**src/rtl/rdz_pkg.sv**
```systemverilog
`timescale 1ns / 1ps

package rdz_pkg;

  localparam int SAMPLE_BITS = 16;
  localparam int MAG_W       = SAMPLE_BITS + 1;
  localparam int SQ_W        = 2 * SAMPLE_BITS;
  localparam int FRAC_BITS   = 8;
  localparam int RAD_W       = SQ_W + 2 * FRAC_BITS;
  localparam int RT_W        = RAD_W / 2;
  localparam int DZ_W        = 15;
  localparam int ONE_SHIFT   = 15;
  localparam int OUT_W       = 17;
  localparam int DEN_W       = DZ_W + RT_W;
  localparam int Q_W         = 18;
  localparam int REM_W       = MAG_W + RT_W + ONE_SHIFT + 1;
  localparam int LATENCY     = 3 + RT_W + 2 + Q_W + 1;

  localparam logic [DZ_W-1:0]  FULL_SCALE  = DZ_W'((1 << (SAMPLE_BITS - 1)) - 1);
  localparam logic [DZ_W-1:0]  DZ_RESET    = DZ_W'(2294);
  localparam logic [Q_W-1:0]   OUT_MAX     = Q_W'(49151);
  localparam logic [Q_W-1:0]   OUT_MIN_MAG = Q_W'(49152);

  // control and per-request sideband that travels with each pipeline stage
  typedef struct packed {
    logic             valid;
    logic             active;
    logic             nx;
    logic             ny;
    logic             tag;
    logic [MAG_W-1:0] ax;
    logic [MAG_W-1:0] ay;
  } side_t;

endpackage

```
**src/rtl/rdz_sqrt.sv**
```systemverilog
`timescale 1ns / 1ps

// bit-serial pipelined square root, one root bit per stage
module rdz_sqrt (
  input  logic                        clk_i,
  input  logic                        rst_ni,
  input  logic [rdz_pkg::RAD_W-1:0]   rad_i,
  input  rdz_pkg::side_t              side_i,
  output logic [rdz_pkg::RT_W-1:0]    root_o,
  output rdz_pkg::side_t              side_o
);

  localparam int RAD_W = rdz_pkg::RAD_W;
  localparam int RT_W  = rdz_pkg::RT_W;

  logic [RAD_W-1:0]   rad_q  [RT_W];
  logic [RT_W+1:0]    rem_q  [RT_W];
  logic [RT_W-1:0]    root_q [RT_W];
  rdz_pkg::side_t     side_q [RT_W];

  for (genvar s = 0; s < RT_W; s++) begin : g_st
    logic [RAD_W-1:0] rad_in;
    logic [RT_W+1:0]  rem_in;
    logic [RT_W-1:0]  root_in;
    rdz_pkg::side_t   side_in;
    logic [RT_W+1:0]  r2;
    logic [RT_W+1:0]  trial;

    if (s == 0) begin : g_first
      assign rad_in  = rad_i;
      assign rem_in  = '0;
      assign root_in = '0;
      assign side_in = side_i;
    end else begin : g_next
      assign rad_in  = rad_q[s-1];
      assign rem_in  = rem_q[s-1];
      assign root_in = root_q[s-1];
      assign side_in = side_q[s-1];
    end

    assign r2    = {rem_in[RT_W-1:0], rad_in[RAD_W-1 -: 2]};
    assign trial = {root_in, 2'b01};

    always_ff @(posedge clk_i or negedge rst_ni) begin
      if (!rst_ni) begin
        side_q[s] <= '0;
      end else begin
        side_q[s] <= side_in;
      end
    end

    always_ff @(posedge clk_i) begin
      rad_q[s] <= {rad_in[RAD_W-3:0], 2'b00};
      if (r2 >= trial) begin
        rem_q[s]  <= r2 - trial;
        root_q[s] <= {root_in[RT_W-2:0], 1'b1};
      end else begin
        rem_q[s]  <= r2;
        root_q[s] <= {root_in[RT_W-2:0], 1'b0};
      end
    end
  end

  assign root_o = root_q[RT_W-1];
  assign side_o = side_q[RT_W-1];

endmodule

```
**config.mk**
```make
export PLATFORM = sky130hd
export DESIGN_NAME = rdz_sqrt
export DESIGN_NICKNAME = d
export VERILOG_FILES = /design/src/rtl/rdz_pkg.sv /design/src/rtl/rdz_sqrt.sv
export SDC_FILE = /design/constraint.sdc
export NUM_CORES = 2
export LEC_CHECK = 0
export BUFFER_PORTS_ARGS = -buffer_cell sky130_fd_sc_hd__buf_2
export CORE_MARGIN = 2
export CORE_UTILIZATION = 50
export CTS_CLUSTER_DIAMETER = 150
export CTS_CLUSTER_SIZE = 14
export DETAILED_ROUTE_END_ITERATION = 6
export PLACE_DENSITY = 0.65
export SETUP_SLACK_MARGIN = 0.1
export SYNTH_ARGS = -nofsm -noshare
export SYNTH_HDL_FRONTEND = slang
export SYNTH_SLANG_ARGS = --single-unit
```
**constraint.sdc**
```tcl
create_clock -name clk_i -period 3.8 [get_ports clk_i]
set_clock_uncertainty 0.05 [all_clocks]
set_input_delay 0.76 -clock clk_i [delete_from_list [all_inputs] [get_ports clk_i]]
set_output_delay 0.76 -clock clk_i [all_outputs]
set_load 0.01 [all_outputs]
```
Word level (Yosys, flattened, before mapping)

Memory sizes are Yosys's and may differ from the RTL's.
Cells that the tools add are included.

Flip-flop bits (word level): 936
RAM bits: 2304
Output and inout bits: 63
Logic and storage cells: 387
Memories kept: 3

$add $sub $neg: 24
Magnitude comparators: 24
Muxes and demuxes: 120
Bitwise operators: 48

Memory list:

| memory | words | bits a word | rd ports | clocked after Yosys merged registers in | wr ports | line           | source |
|---|---|---|---|---|---|---|---|
| rad_q  | 24    | 46          | 23       | 0                                       | 24       | rdz_sqrt.sv:16 | `logic [RAD_W-1:0] rad_q [RT_W];` |
| rem_q  | 24    | 26          | 23       | 0                                       | 24       | rdz_sqrt.sv:17 | `logic [RT_W+1:0] rem_q [RT_W];` |
| root_q | 24    | 24          | 24       | 0                                       | 24       | rdz_sqrt.sv:18 | `logic [RT_W-1:0] root_q [RT_W];` |

Operators with widths:

| kind                                                                                 | number |
|---|---|
| 26-bit two-way mux                                                                   | 24 |
| 26-bit greater-or-equal comparator                                                   | 23 |
| 26-bit subtractor                                                                    | 23 |
| 24-bit two-way mux                                                                   | 24 |
| 1-bit two-way mux                                                                    | 72 |
| 1-bit OR                                                                             | 48 |
| 2-bit by 1-bit subtractor with 3-bit output (second input constant)                  | 1 |
| 2-bit by 1-bit greater-or-equal comparator with 1-bit output (second input constant) | 1 |

Depth between registers and ports, before layout

An unclocked memory read counts as a cell.

Depth in word-level cells: 5
Gate-level depth with buffers: 15
Gate-level depth less buffers: 13

Least setup slack after synthesis

Ideal clock, no wire load.

Kind: register to register
From: memory root_q[21][0] (netlist name)
To: memory rem_q[2][174] (netlist name)
Library setup time: 0.121 ns
Arrival time: 3.012 ns
Data required time: 3.629 ns
Slack: 0.617 ns
Stages on the path, launching flop included: 13
Buffers on the path: 1
Clock period less this slack: 3.183 ns
Cells stage by stage: dfxtp_1 -> inv_1 -> ha_1 -> nor2b_1 -> o31ai_1 -> a21oi_1 -> a21oi_1 -> o211ai_1 -> o21ai_0 -> nand2_1 -> a31oi_1 -> clkbuf_1 -> mux2_2

RTL lines:

| what               | line |
|---|---|
| start: declaration | rdz_sqrt.sv:18 |
| end: declaration   | rdz_sqrt.sv:17 |

==> flow_summary.yaml <==
outcome:
  outcome: "finished clean"
route:
  drt_wl_total_um: 124800
  drt_first_pass_iters: 5
  ant_nets: 0
  via_count: 39856
  wl_per_cell_um: 15.40
  via_per_inst: 4.917
  drc: 0
  drt_iter0_markers: 1947
timing:
  finalCritPeriodShare_pct: 89.58
  hold_viol_final: 0
  setup_viol: 0
  worst_slew_pin_slew_ns: 1.010
  fin_crit_ns: 3.404
  tns_ns: 0
  slew_viol_final: 0
  relSlewSlack_pct: 32.29
  max_freq_mhz: 293.8
  rsz0062_at_grt: "false"
power:
  pwr-share-seq_pct: 54.8
  combPwrFrac_pct: 13.1
  power_leakage_uw: 0.03820
  switching_power_uw: 13760
  power.density_nw_per_um2: 646.6
  power_frac_clock_pct: 32.1
  internal_power_uw: 39370
  ir_worst_vdd_mv: 0.4806
  netSwitchingFraction_pct: 25.89
yosys:
  synth_cell_type_count: 80
  syn_avg_cell_area_um2: 12.68
  synth_edf_count: 0
  synthSimpleGateAreaFrac_pct: 8.106
  synth_cells: 5735
  synth_top_family_by_area: "simple AND/OR/NAND/NOR gates"
  synth_adder_area_share_pct: 5.592
  syn_area_um2: 72710
  synthMuxAreaShare_pct: 0.7760
  yosysWarnings: 0
  ys_seq_area_share_pct: 70.04
  async_flop_share_pct: 40.52
  ys_seq_elements: 2310
  synth_ff_type: "dfxtp_1"
  synth_xor_area_share_pct: 5.023
  synth_compound_area_share_pct: 7.951
  syn_nets: 6149
hold_path:
  hp-start: "side_i[29]"
  hold_path_class: "in2reg"
  hold_path_end: "g_st[1].side_in[29]"
  min_path_cells: 1
die:
  num_io_pins: 152
  die_h_um: 385.4
  die_x_um: 385.4
  start_util_pct: 50.49
  core_um2: 144000
  die-area_um2: 148500
  rows: 139
worst_setup_path:
  reg2reg_depth: 10
  timing.rr.start: "rem_q[0][114]"
  r2r_slack_ns: 0.40
  crit_start: "rem_q[0][114]"
  crit_buf_inv: 1
  critPathKind: "reg2reg"
  r2r_end: "rem_q[0][143]"
  crit_arrival_ns: 4.07
  crit_family: "simple AND/OR/NAND/NOR gates"
  required_ns: 4.46
  end_kind: "flip-flop"
  worstPathMaxFanout: 12
  cp-start-kind: "flip-flop"
  crit_slowest_cell: "or4b_1"
  cp_cell_sequence: "or4_1 -> or4b_1 -> or3_4 -> o21ai_2 -> nor2_1 -> and2_1 -> clkinv_2 -> nand4_4 -> nor4_1 -> xor2_1"
  cpPeakStageDelay_ns: 0.64
place:
  port_buffers: 151
  dp_hpwl_um: 85030
  place_congestion: 0.9051
  dp.cells: 7774
clock_network:
  cts_buffer_depth: 3
  cts_tree: "built"
  clk_pin_slew_ns: 0.06
  cts_root_buf: "clkbuf_16"
  clk_latency_ns: 0.80
  cts_setup_buffers: 0
  cts.sinks: 2310
  htreeDepth: 4
  cts_buffers: 182
layout:
  nets: 6548
  final_cells: 8106
  layout_common_cells: "dfxtp_1 (1374), dfrtp_1 (936), inv_1 (398)"
  final_common_cell: "dfxtp_1"
  syn_to_final_growth_pct: 12.99
  final_layout_size_suffix_gt1_share_pct: 8.061
  antennaDiodeCount: 0
grt:
  grt_pass1_wl_um: 205700
  grt_usage_pct: 17.17
  antenna_found_initial: 1
  grt_pass1_vias: 40636
  grt-ovfl-total: 0
  grt_max_degree: 99
flow_run:
  cap_violations: 0
-- worst max path at each step --
stage                     to  slack (ns)  cells past startpoint
3_3_place_gp   rem_q[0][143]        0.45                     10
3_5_place_dp   rem_q[2][127]        0.45                     11
2_1_floorplan  rem_q[2][174]        0.62                     12
4_1_cts        rem_q[2][127]        0.43                     11
6_report       rem_q[0][143]        0.40                     10
5_1_grt        rem_q[0][143]        0.13                     10
-- registers in the layout, summed over array words and instances, names as in the netlist --
register,count
root_q,300
rad_q,552
rem_q,522
side_o,39
g_st.side_in,897
-- worst reg2reg max path, cell delays in order, from the launching register on --
cell and delay [ns]:
dfxtp_1 0.32, or4_1 0.58, or4b_1 0.64, or3_4 0.40, o21ai_2 0.16, nor2_1 0.08
and2_1 0.26, clkinv_2 0.19, nand4_4 0.19, nor4_1 0.29, xor2_1 0.17
-- cell families after synthesis --
kind of cell               after synthesis
and+or+nand+nor                       1215
xor gates and xnor gates               417
adders and majority gates              325
buffers and inverters                  481
muxes                                   51
other                                    1
AOI/OAI and AO/OA                      935
DFF                                   2310
-- cell usage after synthesis, types with 54 or more instances --
library cell | instances | area (um2)
dfxtp_1 | 1374 | 27510
dfrtp_1 | 936 | 23420
inv_1 | 398 | 1494
nand2_1 | 385 | 1445
ha_1 | 325 | 4066
o21ai_0 | 297 | 1486
nor2_1 | 264 | 991.0
a21oi_1 | 244 | 1221
xnor2_1 | 241 | 2111
xor2_1 | 176 | 1541
a21o_1 | 105 | 788.3
nor3_1 | 104 | 520.5
nand2b_1 | 75 | 469.2
clkbuf_1 | 72 | 270.3
nand3_1 | 71 | 355.3
o21a_1 | 59 | 442.9
nand4_1 | 54 | 337.8
nor4_1 | 54 | 337.8
-- layout make-up --
type                       instances  area (um2)
timing repair buffer             297        2147
sequential                      2310       50930
inverter                         399        1499
clock inverter                    13       380.4
tap                             1903        2381
clock buffer                     240        4793
fill                           11583       61850
multi-input combinational       2944       20030
-- power groups by stage --
stage | clock network (uW) | registers, uW | logic [uW]
2_1_floorplan | 0 | 29000 | 5290
3_3_place_gp | 0 | 29600 | 6770
3_5_place_dp | 0 | 29600 | 6880
4_1_cts | 17800 | 29100 | 7000
5_1_grt | 18700 | 29400 | 7850
6_report | 17100 | 29100 | 6960
-- timing repair --
item,CTS,global route
gates resized for setup,0,0
endpoints found under the hold margin,140,0
hold buffers,79,0
-- metal layers --
layer	wire, um	track usage [%]	vias up
met3	4399	2.814	229
met1	55490	21.92	19096
met2	61080	29.46	672
met4	3833	6.204	0
li1	-	-	19859
met5	0	0	-
-- stage by stage --
stage	power [uW]	setup WS, ns	util, %	area, um2	hold WS, ns
CTS	53880	0.4327	57.05	82160	0.001034
detailed placement	36480	0.4482	52.91	76190	0.2621
finish	53120	0.3960	57.05	82160	0.07688
global placement	36320	0.4534	52.91	76190	0.2596
floorplan	34250	0.6170	-	72710	0.2596
global route	56040	0.1303	57.05	82160	0.008430
(Power assumes the default switching activity.)
